### src/design/ald_pkg.sv
// Shared types, register codes, key codes and helpers of the key-ladder debouncer.
`timescale 1ns / 1ps
`default_nettype none
package ald_pkg;

    localparam int SAMPLE_W            = 8;
    localparam int SAMPLES_PER_CHANNEL = 5;
    localparam int SUM_W               = SAMPLE_W + $clog2(SAMPLES_PER_CHANNEL);
    localparam int KEY_W               = 4;
    localparam int PERIOD_W            = 16;
    localparam int CFG_INDEX_W         = 3;
    localparam int CFG_DATA_W          = 8;

    // Average by scaled reciprocal: the shift keeps the truncated quotient exact
    // over the whole sum range
    localparam int AVG_SHIFT  = SAMPLE_W + 2 * $clog2(SAMPLES_PER_CHANNEL);
    localparam int AVG_RECIP  = (2 ** AVG_SHIFT + SAMPLES_PER_CHANNEL - 1) / SAMPLES_PER_CHANNEL;
    localparam int AVG_PROD_W = SUM_W + AVG_SHIFT + 1;

    // Configuration register indexes
    localparam logic [CFG_INDEX_W-1:0] REG_HIGH_LEVEL       = 3'd0;
    localparam logic [CFG_INDEX_W-1:0] REG_CENTER_UPPER     = 3'd1;
    localparam logic [CFG_INDEX_W-1:0] REG_CENTER_MIDDLE    = 3'd2;
    localparam logic [CFG_INDEX_W-1:0] REG_CENTER_LOWER     = 3'd3;
    localparam logic [CFG_INDEX_W-1:0] REG_WINDOW_HALF      = 3'd4;
    localparam logic [CFG_INDEX_W-1:0] REG_HOLD_LIMIT       = 3'd5;
    localparam logic [CFG_INDEX_W-1:0] REG_TICKS_PER_PERIOD = 3'd6;

    // Key codes
    localparam logic [KEY_W-1:0] KEY_NONE     = 4'd0;
    localparam logic [KEY_W-1:0] KEY_A_HIGH   = 4'd1;
    localparam logic [KEY_W-1:0] KEY_B_HIGH   = 4'd2;
    localparam logic [KEY_W-1:0] KEY_A_UPPER  = 4'd3;
    localparam logic [KEY_W-1:0] KEY_B_UPPER  = 4'd4;
    localparam logic [KEY_W-1:0] KEY_A_MIDDLE = 4'd5;
    localparam logic [KEY_W-1:0] KEY_B_MIDDLE = 4'd6;
    localparam logic [KEY_W-1:0] KEY_A_LOWER  = 4'd7;
    localparam logic [KEY_W-1:0] KEY_B_LOWER  = 4'd8;

    // Register reset values
    localparam logic [7:0] RST_HIGH_LEVEL       = 8'd220;
    localparam logic [7:0] RST_CENTER_UPPER     = 8'd130;
    localparam logic [7:0] RST_CENTER_MIDDLE    = 8'd80;
    localparam logic [7:0] RST_CENTER_LOWER     = 8'd60;
    localparam logic [6:0] RST_WINDOW_HALF      = 7'd10;
    localparam logic [7:0] RST_HOLD_LIMIT       = 8'd25;
    localparam logic [7:0] RST_TICKS_PER_PERIOD = 8'd4;

    typedef struct packed {
        logic [7:0] high_level;
        logic [7:0] center_upper;
        logic [7:0] center_middle;
        logic [7:0] center_lower;
        logic [6:0] window_half;
        logic [7:0] hold_limit;
        logic [7:0] ticks_per_period;
    } cfg_t;

    typedef struct packed {
        logic [SAMPLE_W-1:0] sample_a0;
        logic [SAMPLE_W-1:0] sample_a1;
        logic [SAMPLE_W-1:0] sample_a2;
        logic [SAMPLE_W-1:0] sample_a3;
        logic [SAMPLE_W-1:0] sample_a4;
        logic [SAMPLE_W-1:0] sample_b0;
        logic [SAMPLE_W-1:0] sample_b1;
        logic [SAMPLE_W-1:0] sample_b2;
        logic [SAMPLE_W-1:0] sample_b3;
        logic [SAMPLE_W-1:0] sample_b4;
        logic                conversion_done;
    } sample_t;

    typedef struct packed {
        logic [KEY_W-1:0]    key_code;
        logic [PERIOD_W-1:0] elapsed_periods;
    } result_t;

    // What one channel lane found in its average
    typedef struct packed {
        logic above_high;
        logic in_upper;
        logic in_middle;
        logic in_lower;
    } lane_flags_t;

    // Strict window test, bounds taken without wrapping
    function automatic logic in_window(input logic [7:0] avg, input logic [7:0] center,
                                       input logic [6:0] half);
        logic [8:0] upper_bound;
        logic [8:0] avg_plus;
        upper_bound = {1'b0, center} + {2'b00, half};
        avg_plus    = {1'b0, avg} + {2'b00, half};
        return ({1'b0, avg} < upper_bound) && (avg_plus > {1'b0, center});
    endfunction

endpackage
`default_nettype wire

### src/design/ald_lane.sv
// One channel lane: average the samples and register the threshold and window hits.
`timescale 1ns / 1ps
`default_nettype none
module ald_lane
    import ald_pkg::*;
(
    input  wire logic                                          clk,
    input  wire logic                                          load,
    input  wire logic [SAMPLES_PER_CHANNEL-1:0][SAMPLE_W-1:0]  samples,
    input  wire cfg_t                                          cfg,
    output lane_flags_t                                        flags
);

    logic [SUM_W-1:0]      sum;
    logic [AVG_PROD_W-1:0] avg_prod;
    logic [SAMPLE_W-1:0]   avg;
    lane_flags_t           flags_next;
    lane_flags_t           flags_reg;

    always_comb
    begin
        sum = '0;
        for (int i = 0; i < SAMPLES_PER_CHANNEL; i++)
        begin
            sum = sum + SUM_W'(samples[i]);
        end
    end

    // Divide by the fixed sample count through a scaled reciprocal, truncating
    assign avg_prod = AVG_PROD_W'(sum) * AVG_PROD_W'(AVG_RECIP);
    assign avg      = avg_prod[AVG_SHIFT +: SAMPLE_W];

    always_comb
    begin
        flags_next.above_high = avg > cfg.high_level;
        flags_next.in_upper   = in_window(avg, cfg.center_upper, cfg.window_half);
        flags_next.in_middle  = in_window(avg, cfg.center_middle, cfg.window_half);
        flags_next.in_lower   = in_window(avg, cfg.center_lower, cfg.window_half);
    end

    always_ff @(posedge clk)
    begin
        if (load)
        begin
            flags_reg <= flags_next;
        end
    end

    assign flags = flags_reg;

endmodule
`default_nettype wire

### src/design/ald_merge.sv
// Merge stage: classify lane hits into a key, debounce it and count tick periods.
`timescale 1ns / 1ps
`default_nettype none
module ald_merge
    import ald_pkg::*;
(
    input  wire logic        clk,
    input  wire logic        rst_n,
    input  wire logic        advance,
    input  wire logic        conversion_done,
    input  wire lane_flags_t flags_a,
    input  wire lane_flags_t flags_b,
    input  wire cfg_t        cfg,
    output result_t          result_next
);

    logic [7:0]          tick_phase_reg;
    logic [7:0]          tick_phase_next;
    logic [PERIOD_W-1:0] period_count_reg;
    logic [PERIOD_W-1:0] period_count_next;
    logic [KEY_W-1:0]    previous_index_reg;
    logic [KEY_W-1:0]    previous_index_next;
    logic [7:0]          debounce_count_reg;
    logic [7:0]          debounce_count_next;
    logic [KEY_W-1:0]    reported_key_reg;
    logic [KEY_W-1:0]    reported_key_next;
    logic [KEY_W-1:0]    key;
    logic [7:0]          count;
    logic [7:0]          phase_inc;

    // Later checks override earlier ones
    always_comb
    begin
        key = KEY_NONE;
        if (flags_a.above_high) key = KEY_A_HIGH;
        if (flags_b.above_high) key = KEY_B_HIGH;
        if (flags_a.in_upper)   key = KEY_A_UPPER;
        if (flags_b.in_upper)   key = KEY_B_UPPER;
        if (flags_a.in_middle)  key = KEY_A_MIDDLE;
        if (flags_b.in_middle)  key = KEY_B_MIDDLE;
        if (flags_a.in_lower)   key = KEY_A_LOWER;
        if (flags_b.in_lower)   key = KEY_B_LOWER;
    end

    always_comb
    begin
        phase_inc = tick_phase_reg + 8'd1;
        if (phase_inc == cfg.ticks_per_period)
        begin
            tick_phase_next   = '0;
            period_count_next = period_count_reg + PERIOD_W'(1);
        end
        else
        begin
            tick_phase_next   = phase_inc;
            period_count_next = period_count_reg;
        end
    end

    always_comb
    begin
        previous_index_next = previous_index_reg;
        debounce_count_next = debounce_count_reg;
        reported_key_next   = reported_key_reg;
        count               = debounce_count_reg;
        if (conversion_done)
        begin
            if (key != previous_index_reg)
            begin
                count               = '0;
                previous_index_next = key;
            end
            if (key != KEY_NONE)
            begin
                if (count != 8'hFF)
                begin
                    count = count + 8'd1;
                end
            end
            else if (count != 8'd0)
            begin
                count = count - 8'd1;
            end
            if (count > cfg.hold_limit)
            begin
                debounce_count_next = cfg.hold_limit;
                reported_key_next   = key;
            end
            else
            begin
                debounce_count_next = count;
                reported_key_next   = KEY_NONE;
            end
        end
    end

    always_ff @(posedge clk or negedge rst_n)
    begin
        if (!rst_n)
        begin
            tick_phase_reg     <= '0;
            period_count_reg   <= '0;
            previous_index_reg <= KEY_NONE;
            debounce_count_reg <= '0;
            reported_key_reg   <= KEY_NONE;
        end
        else if (advance)
        begin
            tick_phase_reg     <= tick_phase_next;
            period_count_reg   <= period_count_next;
            previous_index_reg <= previous_index_next;
            debounce_count_reg <= debounce_count_next;
            reported_key_reg   <= reported_key_next;
        end
    end

    assign result_next.key_code        = reported_key_next;
    assign result_next.elapsed_periods = period_count_next;

endmodule
`default_nettype wire

### src/design/analog_ladder_key_debouncer.sv
// Top level of the analog key-ladder decoder with debounce.
// Usage:
//   sample channel : one transfer per scan tick, carrying five samples of ladder
//                    channel A, five of channel B and the conversion-done flag.
//   result channel : exactly one transfer per scan tick, in order: the debounced
//                    key (0 none, 1..8) and the wrapping count of tick periods.
//   cfg channel    : register writes by index (0 high level .. 6 ticks per period);
//                    always ready, indexes past the last register are dropped.
//                    Write only while no tick is in flight.
// Flow: an accepted tick goes into the lane registers, then into the result
//   register once that register is free.
// Throughput: one tick per cycle unless stalled. Lanes A, B average and compare
//   in the first stage; the merge stage classifies, debounces, updates counters.
// Stall: the result register holds while result_ready is low; the lane stage
//   still takes one more tick, then sample_ready drops until the result leaves.
// Reset: rst_n (async, active low) empties the pipeline, clears the debounce
//   and period state and restores every register to its default.
`timescale 1ns / 1ps
`default_nettype none
module analog_ladder_key_debouncer
    import ald_pkg::*;
(
    input  wire logic                   clk,
    input  wire logic                   rst_n,
    input  wire logic                   sample_valid,
    output logic                        sample_ready,
    input  wire sample_t                sample_data,
    output logic                        result_valid,
    input  wire logic                   result_ready,
    output result_t                     result_data,
    input  wire logic                   cfg_valid,
    output logic                        cfg_ready,
    input  wire logic [CFG_INDEX_W-1:0] cfg_index,
    input  wire logic [CFG_DATA_W-1:0]  cfg_data
);

    cfg_t        cfg_reg;
    logic        lane_valid_reg;
    logic        lane_done_reg;
    logic        result_valid_reg;
    result_t     result_reg;
    result_t     result_next;
    logic        out_free;
    logic        advance;
    logic        load;
    lane_flags_t flags_a;
    lane_flags_t flags_b;

    logic [SAMPLES_PER_CHANNEL-1:0][SAMPLE_W-1:0] samples_a;
    logic [SAMPLES_PER_CHANNEL-1:0][SAMPLE_W-1:0] samples_b;

    // Configuration registers; the port never stalls
    assign cfg_ready = 1'b1;

    always_ff @(posedge clk or negedge rst_n)
    begin
        if (!rst_n)
        begin
            cfg_reg.high_level       <= RST_HIGH_LEVEL;
            cfg_reg.center_upper     <= RST_CENTER_UPPER;
            cfg_reg.center_middle    <= RST_CENTER_MIDDLE;
            cfg_reg.center_lower     <= RST_CENTER_LOWER;
            cfg_reg.window_half      <= RST_WINDOW_HALF;
            cfg_reg.hold_limit       <= RST_HOLD_LIMIT;
            cfg_reg.ticks_per_period <= RST_TICKS_PER_PERIOD;
        end
        else if (cfg_valid)
        begin
            case (cfg_index)
                REG_HIGH_LEVEL:       cfg_reg.high_level       <= cfg_data;
                REG_CENTER_UPPER:     cfg_reg.center_upper     <= cfg_data;
                REG_CENTER_MIDDLE:    cfg_reg.center_middle    <= cfg_data;
                REG_CENTER_LOWER:     cfg_reg.center_lower     <= cfg_data;
                REG_WINDOW_HALF:      cfg_reg.window_half      <= cfg_data[6:0];
                REG_HOLD_LIMIT:       cfg_reg.hold_limit       <= cfg_data;
                REG_TICKS_PER_PERIOD: cfg_reg.ticks_per_period <= cfg_data;
                default:              ;
            endcase
        end
    end

    // Pipeline flow: advance the lane stage into the result register when it
    // is free or being drained; load the lane stage when it empties.
    assign out_free     = !result_valid_reg || result_ready;
    assign advance      = lane_valid_reg && out_free;
    assign sample_ready = !lane_valid_reg || out_free;
    assign load         = sample_valid && sample_ready;

    assign samples_a = {sample_data.sample_a4, sample_data.sample_a3, sample_data.sample_a2,
                        sample_data.sample_a1, sample_data.sample_a0};
    assign samples_b = {sample_data.sample_b4, sample_data.sample_b3, sample_data.sample_b2,
                        sample_data.sample_b1, sample_data.sample_b0};

    ald_lane u_lane_a
    (
        .clk     (clk),
        .load    (load),
        .samples (samples_a),
        .cfg     (cfg_reg),
        .flags   (flags_a)
    );

    ald_lane u_lane_b
    (
        .clk     (clk),
        .load    (load),
        .samples (samples_b),
        .cfg     (cfg_reg),
        .flags   (flags_b)
    );

    always_ff @(posedge clk or negedge rst_n)
    begin
        if (!rst_n)
        begin
            lane_valid_reg <= 1'b0;
        end
        else if (load)
        begin
            lane_valid_reg <= 1'b1;
        end
        else if (advance)
        begin
            lane_valid_reg <= 1'b0;
        end
    end

    // Hold the conversion flag alongside the lane hits
    always_ff @(posedge clk)
    begin
        if (load)
        begin
            lane_done_reg <= sample_data.conversion_done;
        end
    end

    ald_merge u_merge
    (
        .clk             (clk),
        .rst_n           (rst_n),
        .advance         (advance),
        .conversion_done (lane_done_reg),
        .flags_a         (flags_a),
        .flags_b         (flags_b),
        .cfg             (cfg_reg),
        .result_next     (result_next)
    );

    // Result register
    always_ff @(posedge clk or negedge rst_n)
    begin
        if (!rst_n)
        begin
            result_valid_reg <= 1'b0;
        end
        else if (advance)
        begin
            result_valid_reg <= 1'b1;
        end
        else if (result_ready)
        begin
            result_valid_reg <= 1'b0;
        end
    end

    always_ff @(posedge clk)
    begin
        if (advance)
        begin
            result_reg <= result_next;
        end
    end

    assign result_valid = result_valid_reg;
    assign result_data  = result_reg;

endmodule
`default_nettype wire
### config.mk
export PLATFORM = sky130hd
export DESIGN_NAME = analog_ladder_key_debouncer
export DESIGN_NICKNAME = d
export VERILOG_FILES = /design/src/design/ald_pkg.sv /design/src/design/ald_lane.sv /design/src/design/ald_merge.sv /design/src/design/analog_ladder_key_debouncer.sv
export SDC_FILE = /design/constraint.sdc
export NUM_CORES = 1
export LEC_CHECK = 0
export ABC_AREA = 1
export BUFFER_PORTS_ARGS = -buffer_cell sky130_fd_sc_hd__buf_4
export CAP_MARGIN = 20
export CORE_MARGIN = 2
export CORE_UTILIZATION = 60
export DETAILED_ROUTE_END_ITERATION = 8
export PLACE_DENSITY = 0.83
export SKIP_CTS_REPAIR_TIMING = 1
export SLEW_MARGIN = 0
export SYNTH_ARGS = -nofsm -noshare
export SYNTH_HDL_FRONTEND = slang
export SYNTH_SLANG_ARGS = --single-unit
### constraint.sdc
create_clock -name clk -period 4.4 [get_ports clk]
set_clock_uncertainty 0.2 [all_clocks]
set_input_delay 0 -clock clk [delete_from_list [all_inputs] [get_ports clk]]
set_output_delay 0 -clock clk [all_outputs]
set_load 0.01 [all_outputs]
# Yosys cells after proc, flatten, opt, wreduce, memory -nomap -nowiden
# Index checks and enable logic that the tools add are counted.
# W data, S select, Z words.
dict set report totals {
  reg_bits 126
  latch_bits 0
  mem_bits_rw 0
  romBits 0
  input_bits 97
  out_inout_bits 23
  elab_cells 117
  memories 0
}
dict set report op_classes {
  add_sub_neg 17
  multipliers 2
  div 0
  magnitude_cmp 15
  eq_ne 9
  shifts 0
  mux 23
  n_bitwise 0
  n_reduce_logical 26
}
# cell count
set ops {}
lappend ops {{$add A11 B8 Y11} 6}
lappend ops {{$mux W8} 8}
lappend ops {{$gt A9 B8 Y1} 6}
lappend ops {{$lt A8 B9 Y1} 6}
lappend ops {{$add A8 B7 Y9} 5}
lappend ops {{$mul A11 B12 Y22 const B} 2}
lappend ops {{$mux W4} 9}
lappend ops {{$gt A8 B8 Y1} 3}
lappend ops {{$add A8 B8 Y9} 2}
lappend ops {{$add A16 B1 Y16 const B} 1}
lappend ops {{$add A8 B1 Y8 const B} 2}
lappend ops {{$mux W16} 1}
lappend ops {{$reduce_and A2 Y1} 8}
lappend ops {{$eq A3 B3 Y1 const B} 3}
lappend ops {{$eq A8 B8 Y1} 1}
lappend ops {{$logic_and A1 B1 Y1} 8}
lappend ops {{$ne A8 B8 Y1 const B} 1}
lappend ops {{$reduce_bool A8 Y1} 1}
lappend ops {{$sub A8 B1 Y8 const B} 1}
lappend ops {{$eq A3 B2 Y1 const B} 2}
lappend ops {{$mux W1} 5}
lappend ops {{$ne A4 B4 Y1} 1}
lappend ops {{$reduce_bool A2 Y1} 2}
lappend ops {{$reduce_bool A4 Y1} 1}
lappend ops {{5 further kinds} 7}

# Logic depth before layout (Yosys ltp)
dict set report logic_depth {
  depth_word 18
  ltp_mapped 53
  depth_no_buf 53
}

# Modules after synthesis
# Synthesis repeated with hierarchy kept, for this count alone.
dict set report unflattened {
  cells_unflattened 2447
  hier_area_um2 18494.0
}
# mod n_inst cells_per_inst area_each_um2 seq_area_each_um2
set modules_own_cells {}
lappend modules_own_cells {{ald_lane (u_lane_b)} 1 839 6074.6 120.1}
lappend modules_own_cells {{ald_lane (u_lane_a)} 1 831 6038.3 120.1}
lappend modules_own_cells {ald_merge 1 495 3374.5 1001.0}
lappend modules_own_cells {analog_ladder_key_debouncer 1 282 3006.6 2080.7}

# Worst setup path after synthesis
# OpenSTA, ideal clock, no wires.
dict set report synth_timing {
  kind {input port to flip-flop}
  startpoint {input port sample_data[65] in the netlist's numbering}
  endpoint {register u_lane_a.flags_reg (netlist bit u_lane_a.flags[1]), data pin}
  setup_time_ns 0.146
  arrival_ns 9.434
  required_time_ns 4.054
  path_slack_ns -5.380
  cell_stages 50
  n_path_buf 0
  path_cell_list {ha_1 > inv_1 > fa_1 > o21ai_0 > a21oi_1 > o21ai_0 > xnor2_1 > inv_1 > fa_1 > inv_1 > fa_1 > inv_1 > ha_1 > inv_1 > o21bai_1 > a21oi_1 > o21bai_1 > xor2_1 > (+14 left out) > nand2_1 > nand2_1 > a21oi_1 > xnor2_1 > ha_1 > a21oi_1 > nand2_1 > a21oi_1 > o21bai_1 > a21oi_1 > nor2_1 > nor2_1 > xor2_1 > ha_1 > nand2_1 > nor4_1 > or2_2 > a21oi_1}
}
# element line_no
set synth_lines {}
lappend synth_lines {{start, declared} analog_ladder_key_debouncer.sv:27} ;# input wire sample_t sample_data,
lappend synth_lines {{end signal, assigned} ald_lane.sv:45} ;# flags_reg <= flags_next;
lappend synth_lines {{end, declared} ald_lane.sv:18} ;# lane_flags_t flags_reg;

==> impl_summary.md <==
Timing
The number of failing setup endpoints in the final timing report is 19. The worst hold slack is -0.0131 ns. The worst-case setup margin in the final layout is -4.80 ns. The transition time of the tightest slew-check pin is roughly 1.1 ns. Setup repair after global routing could not meet its margin everywhere. The worst pin sits at a relative slew slack of 29.0%. The number of max-slew violations in the final report is 0. The hold violation total from the final report came to 3. Dividing the final minimum period by the clock period gives 209%. The routed design could run at a clock period as short as approximately 9 ns. The fmax is between 100 and 150 MHz.

Detailed routing
The number of remaining DRC errors is 0. The final wirelength is between 40000 and 50000 um. The total number of vias is around 16k. The count of nets left with antenna violations once routing finished came out at 0.

The initial DRC count is about 1.2k. In the final routed layout, each cell accounts on average for between 15 and 20 um. The first detailed-routing pass took 8 iterations. Dividing the detail-routed via count by the number of cells gives roughly 5.6.

Yosys
Counting every net in the synthesized netlist gives ~2.6k. The count of cell types in the netlist is 60. Ranked by total cell area, the synthesized netlist is headed by sky130_fd_sc_hd__ha_1, sky130_fd_sc_hd__fa_1, sky130_fd_sc_hd__dfrtp_1. The number of flip-flops and latches in the synthesized netlist is around 130. For this run, the register share of the synthesized area comes to approximately 20%.

The largest total area in the synthesized netlist belongs to sky130_fd_sc_hd__ha_1. The average instance in the mapped netlist occupies slightly above 8 sq um. The number of enable flip-flop cells after synthesis is 29. The post-synthesis instance area is approximately 16000 sq um. The share of synthesized area in the top cell type comes to approximately 24%. Synthesis produced 2040 cells. The top flip-flop cell by instance count after synthesis is sky130_fd_sc_hd__dfrtp_1. The number of warnings reported in the yosys synthesis log is 0.

The share of flip-flops with an asynchronous set or reset is around three quarters.

Placement
Buffers placed on the I/O ports in this run total 118. The worst setup slack before clock tree synthesis is -5.35 ns. At the end of routability-driven placement, the weighted congestion stood at 0.922. In this run the cell area measured after placement is just under 20000 sq um. The HPWL after detailed placement is between 30000 and 40000 um.

Layout
The antenna diode count is 0. The register with the most flip-flops in the layout has 55 of them. The post-layout instance area is 21500 sq um. The number of nets at the end of the flow is about 2.9k. The layout has ~1.6k filler cells. Cells with a size suffix above 1 make up a little over a quarter of the layout. The area growth from synthesis to layout is 30.6%.

Critical path
The most numerous cell type found on the critical path is sky130_fd_sc_hd__fa_1. The largest stage delay on the critical path is ~0.53 ns. Data on the critical path is required at its endpoint by approximately 4.5 ns. The critical path starts at sample_data[33]. Following the worst setup path forward leads to its endpoint at u_lane_b.flags[0].

Of all nets on the critical path, the largest fanout is 4. The largest individual stage delay along the critical path comes from the cell sky130_fd_sc_hd__fa_1. The end of the worst register-to-register path is result_data[18]. The path depth of the worst reg2reg path is 25. The reg-to-reg setup timing slack is -0.13 ns.

Data arrives at the worst endpoint at 9.28 ns. The critical path startpoint category is an input pin. The critical path is of the input pin to register type. In this run the critical register-to-register path is launched from u_lane_b.flags[0]. The type of element capturing the critical path is a register.

Floorplanning
120 I/O pins were placed. The area of the core region is ~27000 sq um. The total die area is between 20000 and 30000 sq um. The starting density of the core is between 60% and 70%. The width of the die is approximately 170 um.

The die height is around 170 um. The floorplan has 60 rows.

Global route
The first global-routing pass estimated between 70000 and 80000 um of wire. The all-layer global routing usage is slightly above 30%. The number of antenna violations at the first check in global routing is 1. Entering global routing, the biggest net connects 60 pins. The number of global-route vias before repair is around 15k. Summed over all layers, the global routing overflow is 0.

Outcome
The final reports fail on hold timing, setup timing. The run finished, with violations left.

Clock tree
For the worst-skew pair, the clock arrives at the later sink with an insertion delay of about 0.43 ns. The TritonCTS clock tree is built. The maximum buffer depth of the clock tree is 2. The maximum level of the CTS H-tree is 4. The TritonCTS buffer count is 17. The clock-pin slew on the worst setup and hold paths is about 0.060 ns. The tree is rooted in a sky130_fd_sc_hd__clkbuf_16.

The number of clock sinks is between 100 and 150.

Hold path
The worst min-delay path category is input pin to async pin.

Job
The max-cap check violation count is 0.
## layout by cell type (no fill, tap or decap), types with 20 or more instances in the layout
cell,Yosys,routed
sky130_fd_sc_hd__nand3_1,80,72
sky130_fd_sc_hd__ha_4,0,35
sky130_fd_sc_hd__a21oi_2,0,30
sky130_fd_sc_hd__nand2_2,8,23
sky130_fd_sc_hd__dfrtp_1,78,78
sky130_fd_sc_hd__edfxtp_1,29,29
sky130_fd_sc_hd__fa_1,101,93
sky130_fd_sc_hd__xnor2_1,35,32
sky130_fd_sc_hd__buf_4,4,359
sky130_fd_sc_hd__ha_1,320,284
sky130_fd_sc_hd__inv_1,421,397
sky130_fd_sc_hd__clkbuf_16,0,20
sky130_fd_sc_hd__a21oi_1,138,106
sky130_fd_sc_hd__xor2_1,64,49
sky130_fd_sc_hd__nand2_1,383,361
sky130_fd_sc_hd__nor2_1,62,52
sky130_fd_sc_hd__o21ai_0,142,123
sky130_fd_sc_hd__inv_2,3,23
## how the worst min path moves through the flow
stage | from | endpoint | slack [ns] | cells after the start
3_3_place_gp | rst_n | u_merge.period_count_reg[9] | -0.1 | 1
4_1_cts | rst_n | u_merge.period_count_reg[9] | -0.52 | 1
6_report | rst_n | u_merge.period_count_reg[9] | -0.01 | 2
2_1_floorplan | rst_n | cfg_reg[0] | -0.50 | 0
3_5_place_dp | rst_n | u_merge.period_count_reg[9] | -0.08 | 1
5_1_grt | rst_n | u_merge.period_count_reg[9] | 0.07 | 2
## stage by stage
stage | util (%) | TNS [ns] | std cells
finish | 79.9 | -37.00 | 2772
global route | 79.9 | -44.89 | 2772
CTS | 75.4 | -37.74 | 2732
detailed placement | 73.1 | -41.05 | 2700
global placement | 73.1 | -39.02 | 2700
floorplan | - | -35.33 | 2040
## final cells by class
class	instances	area, sq um	share of cell area, %
clock buffer	23	542	2.52
clock inverter	9	92.6	0.430
inverter	426	1610	7.48
multi-input combinational	1465	12600	58.5
sequential	126	3320	15.4
tap	341	427	1.98
timing repair buffer	382	2950	13.7
## synth_stat cells, types with 3 or more instances
library cell and count:
sky130_fd_sc_hd__inv_1 421, sky130_fd_sc_hd__nand2_1 383, sky130_fd_sc_hd__ha_1 320, sky130_fd_sc_hd__o21ai_0 142, sky130_fd_sc_hd__a21oi_1 138, sky130_fd_sc_hd__fa_1 101
sky130_fd_sc_hd__nand3_1 80, sky130_fd_sc_hd__dfrtp_1 78, sky130_fd_sc_hd__xor2_1 64, sky130_fd_sc_hd__nor2_1 62, sky130_fd_sc_hd__xnor2_1 35, sky130_fd_sc_hd__edfxtp_1 29
sky130_fd_sc_hd__dfstp_2 19, sky130_fd_sc_hd__nand4_1 19, sky130_fd_sc_hd__o21bai_1 15, sky130_fd_sc_hd__nor3_1 14, sky130_fd_sc_hd__or2_2 14, sky130_fd_sc_hd__clkbuf_1 13
sky130_fd_sc_hd__nand2_2 8, sky130_fd_sc_hd__nor4_1 8, sky130_fd_sc_hd__buf_4 4, sky130_fd_sc_hd__nand3_2 4, sky130_fd_sc_hd__nand3b_1 4, sky130_fd_sc_hd__nor2_4 4
sky130_fd_sc_hd__o22ai_1 4, sky130_fd_sc_hd__a31oi_1 3, sky130_fd_sc_hd__buf_6 3, sky130_fd_sc_hd__inv_2 3, sky130_fd_sc_hd__o2111ai_1 3, sky130_fd_sc_hd__o211ai_1 3
## routing by layer
| layer | vias up | track usage, % | share of wire [%] | wire length [um] |
|---|---|---|---|---|
| met1 | 7384 | 33.4 | 37 | 17500 |
| met4 | 2 | 13.7 | 5.7 | 2730 |
| met3 | 229 | 3.66 | 5.6 | 2680 |
| met2 | 636 | 58.2 | 52 | 24600 |
| li1 | 7355 | - | - | - |
| met5 | - | 0 | 0.034 | 16 |
## cells by family after synthesis
family / Yosys count / synth area share (%)
other: 1 / 0.0227
AO/OA/AOI/OAI: 331 / 11.0
XOR/XNOR: 99 / 5.26
AND/OR/NAND/NOR: 613 / 16.5
adder cells (fa/ha/maj): 421 / 36.6
buffers and inverters: 449 / 10.5
flip-flops: 126 / 20.2
## critical path: cells and delay by family
kind            cells  cell delay [ns]
buf+inv            13             1.02
xor+xnor            4             0.75
simple gates        8             0.91
fa+ha+maj          14             5.21
compound gates      9             1.37
Power is not shown: default switching activity piles up to over one toggle a cycle in this logic, so the estimate is an artifact.
